**src/tadip_ram.sv**
```systemverilog
// Generic single-port synchronous RAM with registered read.
module tadip_ram #(
	parameter int Width = 8,
	parameter int Depth = 16
) (
	input  logic                     clk,
	input  logic                     we,
	input  logic [$clog2(Depth)-1:0] addr,
	input  logic [Width-1:0]         wdata,
	output logic [Width-1:0]         rdata
);

	logic [Width-1:0] mem [Depth];

	always_ff @(posedge clk) begin
		if (we) begin
			mem[addr] <= wdata;
		end
		rdata <= mem[addr];
	end

endmodule

```
**config.mk**
```make
export PLATFORM = sky130hd
export DESIGN_NAME = tadip_ram
export DESIGN_NICKNAME = d
export VERILOG_FILES = /design/src/tadip_ram.sv
export SDC_FILE = /design/constraint.sdc
export NUM_CORES = 1
export LEC_CHECK = 0
export BUFFER_PORTS_ARGS = -buffer_cell sky130_fd_sc_hd__buf_2
export CORE_ASPECT_RATIO = 0.6
export CORE_UTILIZATION = 59
export CTS_CLUSTER_SIZE = 14
export DETAILED_ROUTE_END_ITERATION = 16
export PLACE_DENSITY = 0.77
export SKIP_LAST_GASP = 1
export SLEW_MARGIN = 25
export SYNTH_ARGS = -nofsm -noshare
export SYNTH_HDL_FRONTEND = slang
export SYNTH_SLANG_ARGS = --single-unit
```
**constraint.sdc**
```tcl
create_clock -name clk -period 4.8 [get_ports clk]
set_clock_uncertainty 0.15 [all_clocks]
set_input_delay 0.48 -clock clk [delete_from_list [all_inputs] [get_ports clk]]
set_output_delay 0.48 -clock clk [all_outputs]
set_load 0.05 [all_outputs]
```
# Word-level counts from Yosys, hierarchy flattened
# Memory sizes are Yosys's and may differ from the RTL's. A register that Yosys moved wholly into a read port is not among the register bits.
# Index checks and enable logic that the tools add are counted.
# word_totals
ff_bits	0
ram_bits	128
in_bits	14
output_inout_bits	8
word_cells	3
mem_count	1
# op_classes
muxes	2
# mem_list
name	words	word_bits	rd	rd_clocked_by_memory_dff	write_ports	line_no	rtl
mem	16	8	1	1	1	13	logic [Width-1:0] mem [Depth];
# op_table
op	n
$mux 1	2

# Logic depth before layout (Yosys ltp)
# depth
word_depth	2
ltp_mapped	5
ltp_nobuf	3

# Worst setup path before layout
# Ideal clock, no wire load.
# synth_path
path_kind	in2reg
from	in addr[2]
to	mem mem[0][0] (enable)
setup_ns	0.383
arrival_time_ns	1.590
required_ns	4.267
slack_ns	2.677
stages	2
cell_sequence	or3b_2 nor3_1
# synth_lines
element	line_no	rtl
from (decl)	8	input logic [$clog2(Depth)-1:0] addr,
to (decl)	13	
# Straight into the memory's write port.

# Worst setup path in the final report
# layout_path
from	in addr[0]
to	mem mem[1][5] (enable)
# Straight into the memory's write port.

==> impl_metrics.toml <==
[floorplanning]
die-area_um2 = 8980
core_um2 = 8100
die_x_um = 122
ios = 22
rows = 25
die-height_um = 73.8
start_util_pct = 62.5

[place]
io_buffers = 21
post-dp-hpwl_mm = 5.98
gp_congestion = 0.750
dp_cells = 353

[clock_network]
clkSinkCount = 136
cts_buffer_depth = 2
insertion_delay_ns = 0.42
cts-root-buf = "clkbuf_16"
h-tree-depth = 4
cts-buffers-inserted = 17
hold_buffers = 0
cts_tree = "done"
cts_setup_buffers = 0
clk_pin_slew_worst_paths_ns = 0.06
ctsResizeCount = 0

[power_and_ir_drop]
clkPwrFrac_pct = 47.4
power.density_nw_per_um2 = 478
peakVddDrop_uv = 410
comb_power_share_pct = 5.3
leakage_uw = 0.00194
netSwitchingFraction_pct = 20.7
p_switching_uw = 584
pwr-share-seq_pct = 47.3
p_int_uw = 2240

[synth]
yosys_warnings = 0
synth_top_family_by_area = "multiplexers"
synth_flop_cell = "edfxtp_1"
synthesis.area_um2 = 5070
synth.area.mux_share_pct = 14.2
synth_fa_ha_area_share_pct = 0
ys_top_cells_by_area = "edfxtp_1, mux4_2, dfxtp_1, a22oi_1, nor2_1"
synthCells = 230
ys_seq_area_share_pct = 79.0
synth_edf_count = 128
synthTopCellsByCount = "edfxtp_1, mux4_2, a22oi_1, nor2_1, nand2_1"
yosysTopAreaCell = "edfxtp_1"
ys_ff_latch = 136
synth_compound_area_share_pct = 2.37
synth_async_sr_flop_share_pct = 0
synth_nets = 244
synth.most_common_cell = "edfxtp_1"
synth.distinct_cells = 18
netlist.area_leader.share_pct = 75.9
synth-xor-area-share_pct = 0
yosys.area_share.simple_pct = 3.21
avgSynthCellArea_um2 = 22.0

[timing]
fin_setup_tns_ns = 0
post-route-period-util_pct = 49.5
drv_slew = 0
holdWs_ns = 0.323
rsz0062_at_grt = "false"
clock.fmax_mhz = 421
hold_viol_final = 0
slew_headroom_pct = 40.4
fin_crit_ns = 2.38
worst_slew_pin_slew_ns = 0.894
setup_violations = 0

[worst_setup_path]
cp.required_ns = 4.69
critPathKind = "input pin to flop"
crit_arrival_ns = 2.27
timing.rr.start = "mem[5][7]"
critPathLaunch = "addr[0]"
worstSetupStartpointType = "input pin"
critical_path.max_fanout = 21
cp-end-kind = "flop"

[cells_and_area]
seq_area_um2 = 4000
fin_cells = 385
n_fill_cell = 472
area_growth_syn_to_layout_pct = 16.3
drive_above_1_share_pct = 31.8
multi_input_area_um2 = 1000
n_antenna_cell = 0
fin_nets = 278

[route]
avgViaCountPerCell = 6.27
drt_pass1_iterations = 4
wl_mm = 9.89
num_vias = 2414
ant_nets = 0
drc = 0
drt_iter0_markers = 401
routedWlPerCell_um = 25.7

[hold_path]
min-delay-start = "wdata[6]"
hp-class = "input pin to flop"

[grt]
overflow = 0
antenna_found_initial = 0
grt.total_usage_pct = 25.6
grt_max_degree = 40
grt_pass1_wl_mm = 14.7
grt_pass1_vias = 2455

[flow_run]
cap_viol_max_count = 0

[outcome]
status = "completed"
[critical path, cell delays in order]
cell and delay (ns):
buf_2 0.48, buf_4 0.44, nand2b_1 0.20, nor2_1 0.66
[power by group through the flow]
stage | registers [uW] | clock network [uW] | logic [uW]
6_report | 1340 | 1340 | 150
5_1_grt | 1340 | 1390 | 160
4_1_cts | 1340 | 1340 | 150
3_5_place_dp | 1360 | 0 | 150
3_3_place_gp | 1360 | 0 | 146
2_1_floorplan | 1390 | 0 | 68.4
[sequential cells by signal, summed over array words and instances (netlist names)]
name and count:
mem 128, rdata 8
[stage by stage]
step	setup WS, ns	total power, uW	util [%]	instance area [um^2]
floorplan	2.68	1450	-	5070
global placement	1.98	1500	65.2	5290
detailed placement	1.93	1510	65.2	5290
CTS	2.36	2830	72.8	5890
global route	2.20	2890	72.8	5890
finish	2.42	2820	72.8	5890
[cells in the final DEF (no fill, tap or decap), drive strengths merged, types with 2 or more instances in the layout]
| cell | n |
|---|---|
| nand2b | 2 |
| clkinvlp | 2 |
| mux4 | 32 |
| edfxtp | 128 |
| nor2 | 13 |
| nand2 | 9 |
| bufinv | 4 |
| buf | 26 |
| a22oi | 16 |
| clkinv | 9 |
| clkbuf | 17 |
| dfxtp | 8 |
| nor2b | 2 |
| nand3b | 2 |
| nor3 | 4 |
[layout make-up]
type | count | area share, %
clock buffers | 17 | 7.22
clock inverters | 15 | 3.12
multi-input cells | 83 | 17.0
flip-flops and latches | 136 | 67.9
well taps | 108 | 2.29
repair buffers | 26 | 2.42
[per-layer routing]
metal | vias to the layer above | part of all wire [%] | GRT usage (%)
met5 | - | 0 | 0
met4 | 0 | 1.2 | 10.8
li1 | 1030 | - | -
met1 | 1261 | 43 | 39.3
met2 | 110 | 45 | 34.2
met3 | 13 | 11 | 7.76
[worst paths after layout]
kind,to,slack (ns),cells past startpoint
hold reg to reg,rdata[2],0.57,3
setup / recovery,mem[1][5],2.42,4
setup reg to reg,rdata[7],3.31,3
hold / removal,mem[14][6],0.32,1
[cells by family after synthesis]
| logic type | Yosys count |
|---|---|
| flops | 136 |
| mux | 32 |
| buf+inv | 11 |
| compound gates | 16 |
| simple gates | 35 |
No activity file was read; power rests on OpenSTA's default activity.
