**config.mk**
```make
export PLATFORM = sky130hd
export DESIGN_NAME = tadip_victim
export DESIGN_NICKNAME = d
export VERILOG_FILES = /design/src/tadip_pkg.sv /design/src/tadip_victim.sv
export SDC_FILE = /design/constraint.sdc
export NUM_CORES = 1
export LEC_CHECK = 0
export ABC_AREA = 0
export BUFFER_PORTS_ARGS = -buffer_cell sky130_fd_sc_hd__buf_4
export CAP_MARGIN = 25
export CORE_ASPECT_RATIO = 1.2
export CORE_MARGIN = 10
export CORE_UTILIZATION = 40
export DETAILED_ROUTE_END_ITERATION = 12
export PLACE_DENSITY = 0.64
export SLEW_MARGIN = 20
export SYNTH_ARGS = -nofsm -noshare
export SYNTH_HDL_FRONTEND = slang
export SYNTH_SLANG_ARGS = --single-unit
```
**constraint.sdc**
```tcl
create_clock -name vclk -period 29.6
set_input_delay 4.44 -clock vclk [all_inputs]
set_output_delay 4.44 -clock vclk [all_outputs]
set_load 0.1 [all_outputs]
```
**src/tadip_pkg.sv**
```systemverilog
// Shared constants and types for the thread-aware insertion and replacement unit.
package tadip_pkg;

	localparam int NumSets  = 1024;
	localparam int Assoc    = 16;
	localparam int NumApps  = 4;
	localparam int SdmSpan  = 32;
	localparam int PselCap  = 10;

	localparam int SetW     = $clog2(NumSets);
	localparam int WayW     = $clog2(Assoc);
	localparam int AppW     = $clog2(NumApps);
	localparam int StampW   = 32;
	localparam int SelW     = 12;
	localparam int LeadSpan = NumSets / SdmSpan;
	localparam int LeadW    = $clog2(LeadSpan);

	localparam logic [StampW-1:0] LipStamp = '0;

	// Function codes
	localparam logic FUNC_HIT  = 1'b0;
	localparam logic FUNC_MISS = 1'b1;

	// Configuration register indexes
	localparam logic [0:0] REG_BIP_EPSILON = 1'd0;
	localparam logic [0:0] REG_PSEL_BITS   = 1'd1;

	// One accepted request
	typedef struct packed {
		logic              func;
		logic [SetW-1:0]   set_index;
		logic [WayW-1:0]   hit_way;
		logic [AppW-1:0]   app_id;
		logic [StampW-1:0] now_time;
		logic [6:0]        random_pct;
	} req_t;

	// Victim search result
	typedef struct packed {
		logic [WayW-1:0] way;
		logic            was_valid;
	} victim_t;

endpackage

```
**src/tadip_victim.sv**
```systemverilog
// Victim search over one set row: first invalid way, else smallest stamp.
module tadip_victim
	import tadip_pkg::*;
(
	input  logic [Assoc-1:0]         valid_row,
	input  logic [Assoc*StampW-1:0]  stamp_row,
	output victim_t                  victim
);

	logic [WayW-1:0]   inv_way;
	logic              inv_found;
	logic [WayW-1:0]   lvl_way  [2*Assoc-1];
	logic [StampW-1:0] lvl_stmp [2*Assoc-1];

	// Priority search for the first invalid way
	always_comb begin
		inv_way   = '0;
		inv_found = 1'b0;
		for (int w = Assoc - 1; w >= 0; w--) begin
			if (!valid_row[w]) begin
				inv_way   = WayW'(w);
				inv_found = 1'b1;
			end
		end
	end

	// Minimum tree, lower way wins ties
	always_comb begin
		for (int w = 0; w < Assoc; w++) begin
			lvl_way[Assoc-1+w]  = WayW'(w);
			lvl_stmp[Assoc-1+w] = stamp_row[w*StampW +: StampW];
		end
		for (int n = Assoc - 2; n >= 0; n--) begin
			if (lvl_stmp[2*n+2] < lvl_stmp[2*n+1]) begin
				lvl_way[n]  = lvl_way[2*n+2];
				lvl_stmp[n] = lvl_stmp[2*n+2];
			end else begin
				lvl_way[n]  = lvl_way[2*n+1];
				lvl_stmp[n] = lvl_stmp[2*n+1];
			end
		end
	end

	assign victim.way       = inv_found ? inv_way : lvl_way[0];
	assign victim.was_valid = !inv_found;

endmodule

```
Word-level counts from Yosys, hierarchy flattened

Index checks and enable logic that the tools add are counted.
W data, S select, Z words.

Add/sub/neg operators: 0
$mul: 0
Divide/modulo/power cells: 0
$lt $le $gt $ge: 15
Equal/unequal tests: 0
Shift-type cells: 0
Mux-type cells: 62
Bitwise operators: 0
Reductions and logical operators: 1

Operator list:

| kind             | number |
|---|---|
| $lt A32 B32 Y1   | 15 |
| $mux W32         | 14 |
| $mux W4          | 24 |
| $mux W1          | 24 |
| $logic_not A1 Y1 | 1 |

Bits in registers: 0
Bits in latches: 0
Bits in writable memories: 0
Memory bits (read-only): 0
Bits of input ports: 528
Output and inout bits: 5
Word-level logic and storage cells: 78
Memories: 0

Longest topological paths before layout

Gate-level depths: netlist (run 1).

Depth in word-level cells: 17
Depth in mapped cells: 51
Mapped depth without buffers: 45

Least setup slack after synthesis (run 1)

No wires, ideal clock.

Kind: input-to-output
From: input stamp_row[89]
To: output victim[4] in the netlist's numbering
Arrival: 15.666 ns
Required time: 25.160 ns
Path slack: 9.494 ns
Cell stages on the path: 49
Path buffers: 5
Path through: inv_1 > ha_1 > a21o_1 > a221o_1 > a221oi_1 > o21ai_0 > a21oi_1 > clkbuf_1 > clkbuf_1 > nor2_1 > a21oi_1 > inv_1 > ha_1 > a21o_1 > a21o_1 > a21oi_1 > o21ai_0 > a211o_1 > [... 13 more ...] > and3b_1 > a21boi_1 > buf_2 > buf_4 > mux2i_1 > ha_1 > a21o_1 > a21o_1 > a21o_1 > a21o_1 > a21o_1 > a21o_1 > a21o_1 > o21a_1 > o21ai_0 > a31o_2 > nand3_1 > a21boi_0

RTL lines:

| item               | RTL line          | source |
|---|---|---|
| start: declaration | tadip_victim.sv:6 | `input logic [Assoc*StampW-1:0] stamp_row,` |
| end: declaration   | tadip_victim.sv:7 | `output victim_t victim` |

==> results of run 1 <==
## how the worst max path moves through the flow
| stage | startpoint | cells past startpoint | slack (ns) | endpoint |
|---|---|---|---|---|
| 4_1_cts | stamp_row[66] | 48 | 8.87 | victim[3] |
| 3_3_place_gp | stamp_row[66] | 48 | 9.14 | victim[3] |
| 3_5_place_dp | stamp_row[66] | 48 | 8.89 | victim[3] |
| 2_1_floorplan | stamp_row[89] | 49 | 9.49 | victim[4] |
| 5_1_grt | stamp_row[213] | 47 | 8.04 | victim[3] |
| 6_report | stamp_row[66] | 48 | 8.78 | victim[3] |
## cell usage after synthesis (18+ instances only)
| cell | number |
|---|---|
| clkbuf_1 | 43 |
| mux2_1 | 22 |
| ha_1 | 460 |
| a211oi_1 | 24 |
| mux2i_1 | 169 |
| inv_1 | 424 |
| o21ai_0 | 98 |
| nand3_1 | 38 |
| nor2_1 | 284 |
| nand4_1 | 68 |
| and4_1 | 18 |
| a21oi_1 | 350 |
| a21o_1 | 70 |
| nand2_1 | 142 |
## layout make-up
cell class / count / area [um^2]
antenna: 1 / 2.50
timing repair buffer: 549 / 4160
tap: 539 / 674
inverter: 424 / 1590
fill: 4175 / 19600
multi-input combinational: 1965 / 14900
## per-layer routing
layer,up-vias,part of all wire,track usage
li1,9713,-,-
met4,2,0.039,0.0890
met3,112,0.056,0.0382
met5,-,0.00019,0
met1,8839,0.38,0.268
met2,535,0.53,0.507
## cell families (layout without fill, tap and decap cells)
| family | after synthesis | after routing |
|---|---|---|
| mux | 209 | 209 |
| compound gates | 678 | 678 |
| simple gates | 618 | 618 |
| fa+ha+maj | 460 | 460 |
| other cells | 0 | 1 |
| buf+inv | 494 | 973 |
## metrics by stage
step / power [mW] / cell area, um^2 / utilization
2_1_floorplan: 0.594 / 16700 / -
5_1_grt: 0.971 / 21300 / 0.521
6_report: 0.870 / 21300 / 0.521
3_3_place_gp: 0.839 / 21300 / 0.519
4_1_cts: 0.869 / 21300 / 0.521
3_5_place_dp: 0.864 / 21300 / 0.521
## power groups by stage
stage                     registers [mW]  clock network, mW  logic (mW)
after floorplan                        0                  0       0.594
after global placement                 0                  0       0.839
after detailed placement               0                  0       0.864
after CTS                              0                  0       0.869
after global routing                   0                  0       0.971
final                                  0       0.0000000381       0.870
==> results.cfg, run 1 <==
[place]
gp_congestion = 0.951
io_buffers = 533
place_hpwl_um = 63500
dp_slack_ns = 8.89
dp.cells = 3476

[synthesis]
ys_top_cells_by_area = ha_1 (35%), a21oi_1 (11%), mux2i_1 (10%)
synth_area_leader_cell = ha_1
synth_top_family_by_area = adder cells
yosys-mux-area-fraction = 0.129
ys_types = 67
synth_warnings = 0
synth-compound-area-share = 0.244
syn-num-nets = 3447
synth.cell_area_um2 = 16700
synth_xor_xnor_area_share = 0
yosysSeqAreaShare = 0
yosys.area_share.simple = 0.168
synthAdderAreaFrac = 0.345
synth.avg_cell_area_um2 = 6.78
synth_top_cell_area_share = 0.345
synth_cells = 2459

[hold_path]
worstHoldStart = valid_row[0]
holdPathStages = 4
min_to = victim[1]
holdCritPathClass = input port to output port

[clocking]
ctsResizeCount = 0
post_cts_buffers = 0
cts_hold_buf = 0

[floorplanning]
io_pins = 533
die-width_um = 206
die_y_um = 244
start_util = 0.407
die_area_um2 = 50300
num_rows = 81
core_um2 = 40900

[worst_setup_path]
crit_type = input port to output port
critical-path-max-stage-delay_ns = 0.74
path_max_fanout = 38
worst_path_max_delay_cell = nor4b_1
worst_setup_path_end_kind = output port
cpLargestDelayFamily = compound AO/OA/AOI/OAI gates
cp.required_ns = 25.16
crit_buf_inv = 7
cp_common_cell = a21o_1
cp-start-kind = input port
crit_arrival_ns = 16.38

[timing]
holdWs_ns = 9.42
grt_setup_unrepaired = no
setup_ws_ns = 8.78
setup_tns_ns = 0
tightest_slew_ns = 0.991
slew_headroom = 0.333
setup_viol = 0
drv_slew = 0
fmaxAchievable_mhz = 48.0
hold_violations = 0
period_share = 0.703
min_period_ns = 20.82

[layout]
layout_common_cells = buf_4 (546), ha_1 (460), inv_1 (424), a21oi_1 (346), nor2_1 (282)
seq_cells = 0
clkbuf_count = 0
drive_gt1_frac = 0.201
final_cells = 3478
layout_commonest_cell = buf_4
fin_nets = 3928
seqCellArea_um2 = 0
area_delta_synth_final_pct = 27.9

[detailed_routing]
wl_per_cell_um = 19.9
drc = 0
ant_nets = 0
drtIter0Drc = 876
dr.pass1.iters = 5
vias_per_cell = 5.52
wirelength_um = 69100
vias = 19200

[power_and_ir_drop]
seq_power_share = 0
sw_frac_of_total = 0.571
pwr-share-clk = 0
power.internal_mw = 0.373
irDropWorstVdd_mv = 0.0277
p_comb_frac = 1.000
p_switching_mw = 0.497
power_leakage_nw = 12.3
power_density_nw_per_um2 = 40.8

[global_route]
grt_max_degree = 64
track_usage = 0.258
grt_pass1_wl_um = 104000
grt-ovfl-total = 0
grt_pass1_vias = 19500
grt_antenna_before_repair = 1

[job]
maxCapViolCount = 0

[run_status]
status = finished clean
No activity file was read; power rests on OpenSTA's default activity.
==> run 2: changes to the inputs <==
Settings changed: ABC_AREA 0 to 1, PLACE_DENSITY 0.64 to 0.65.
Clock period 29.6 ns to 21.8 ns, I/O delays scaled along.
==> run 2 against run 1 <==
Compared with the run above: non-clock buffer count fell by 8; sequential cell count did not move; cell area fell by 5.1%; utilization barely moved; critical endpoint is now victim[2].
==> results.cfg, run 2 <==
[layout]
layout_commonest_cell = nand2_1
utilization = 0.521
drive_gt1_frac = 0.179
seq_cells = 0
clkbuf_count = 0
area_delta_synth_final_pct = 28.2
final_cells = 3716
fillers = 4083
multi_input_area_um2 = 14200
fin_nets = 4176
seqCellArea_um2 = 0
layout_common_cells = nand2_1 (790), buf_4 (539), ha_1 (460), o21ai_0 (396), inv_1 (326)

[place]
io_buffers = 533
dp.cells = 3710
dp_slack_ns = 5.62
place_hpwl_um = 63500
gp_congestion = 0.958

[detailed_routing]
drtIter0Drc = 1021
wl_per_cell_um = 18.7
vias_per_cell = 5.31
wirelength_um = 69600
dr.pass1.iters = 6
vias = 19700
ant_nets = 0
drc = 0

[worst_setup_path]
cp_common_cell = nand2_1
worst_setup_path_end_kind = output port
path_max_fanout = 66
worst_path_max_delay_cell = nand2_2
cp-start-kind = input port
cp.required_ns = 18.53
crit_buf_inv = 7
critical-path-max-stage-delay_ns = 0.72
crit_type = input port to output port
cpLargestDelayFamily = simple AND/OR/NAND/NOR gates
crit_arrival_ns = 12.87

[floorplanning]
die_area_um2 = 47800
die_y_um = 238
die-width_um = 201
start_util = 0.406
num_rows = 79
io_pins = 533
core_um2 = 38800

[synthesis]
ys_top_cells_by_area = ha_1 (36%), nand2_1 (19%), o21ai_0 (13%)
yosysSeqAreaShare = 0
syn-num-nets = 3720
synth_xor_xnor_area_share = 0
synth-compound-area-share = 0.251
yosys.area_share.simple = 0.285
synth.cell_area_um2 = 15800
synth_cells = 2732
synth.most_common_cell = nand2_1
synth_top_cell_area_share = 0.365
synth_top_family_by_area = adder cells
ys_types = 36
yosys-mux-area-fraction = 0
synth.avg_cell_area_um2 = 5.78
yosys-top-cells-count = nand2_1 (792), ha_1 (460), o21ai_0 (396)
synth_area_leader_cell = ha_1
synth_warnings = 0
synthAdderAreaFrac = 0.365

[power_and_ir_drop]
pwr-share-clk = 0
power_leakage_nw = 11.3
seq_power_share = 0
power_density_nw_per_um2 = 57.4
p_switching_mw = 0.735
irDropWorstVdd_mv = 0.0551
p_comb_frac = 1.000
sw_frac_of_total = 0.632
power.internal_mw = 0.427

[timing]
grt_setup_unrepaired = no
min_period_ns = 16.14
setup_ws_ns = 5.66
period_share = 0.740
setup_viol = 0
hold_violations = 0
tightest_slew_ns = 0.967
drv_slew = 0
setup_tns_ns = 0
fmaxAchievable_mhz = 62.0
slew_headroom = 0.353

[global_route]
grt-ovfl-total = 0
grt_antenna_before_repair = 3
grt_pass1_wl_um = 105000
track_usage = 0.271
grt_max_degree = 69
grt_pass1_vias = 19600

[run_status]
status = finished clean

[clocking]
cts_hold_buf = 0
ctsResizeCount = 0
post_cts_buffers = 0

[hold_path]
holdCritPathClass = input port to output port

[job]
maxCapViolCount = 0
run 2: layer usage:
| layer | GRT usage | part of all wire | vias up |
|---|---|---|---|
| met4 | 0.0784 | 0.031 | 0 |
| met3 | 0.0310 | 0.046 | 90 |
| li1 | - | - | 10200 |
| met1 | 0.304 | 0.41 | 8845 |
| met5 | 0 | 0 | - |
| met2 | 0.521 | 0.51 | 587 |
run 2: final cells by class:
| type | instances | share of cell area |
|---|---|---|
| antenna | 4 | 0.000495 |
| inverter | 331 | 0.0614 |
| multi-input combinational | 2314 | 0.703 |
| tap | 526 | 0.0325 |
| timing repair buffer | 541 | 0.202 |
run 2: final timing paths:
path / startpoint / end / cells past startpoint
worst max-delay path: stamp_row[351] / victim[2] / 41
worst min-delay path: valid_row[0] / victim[1] / 4
run 2: stage by stage:
stage               total power, mW  hold slack, ns  area, um^2
global route                   1.33            7.10       20200
floorplan                     0.790            6.98       15800
detailed placement             1.15            7.05       20200
finish                         1.16            7.07       20200
CTS                            1.15            7.06       20200
global placement               1.12            7.06       20200
run 2: logic make-up (layout without fill, tap and decap cells):
group / after synthesis / after routing
other cells: 0 / 4
compound gates: 747 / 747
simple gates: 1107 / 1107
buf+inv: 418 / 872
fa+ha+maj: 460 / 460
run 2: power by group through the flow:
stage          Combinational (mW)     Clock, mW  Sequential, mW
6_report                     1.16  0.0000000246               0
5_1_grt                      1.33  0.0000000185               0
4_1_cts                      1.15             0               0
3_5_place_dp                 1.15             0               0
3_3_place_gp                 1.12             0               0
2_1_floorplan               0.790             0               0
run 2: worst min-delay path: cells and delay by family:
family / cells / cell delay [ns]
and+or+nand+nor: 2 / 0.17
buffers and inverters: 2 / 0.34
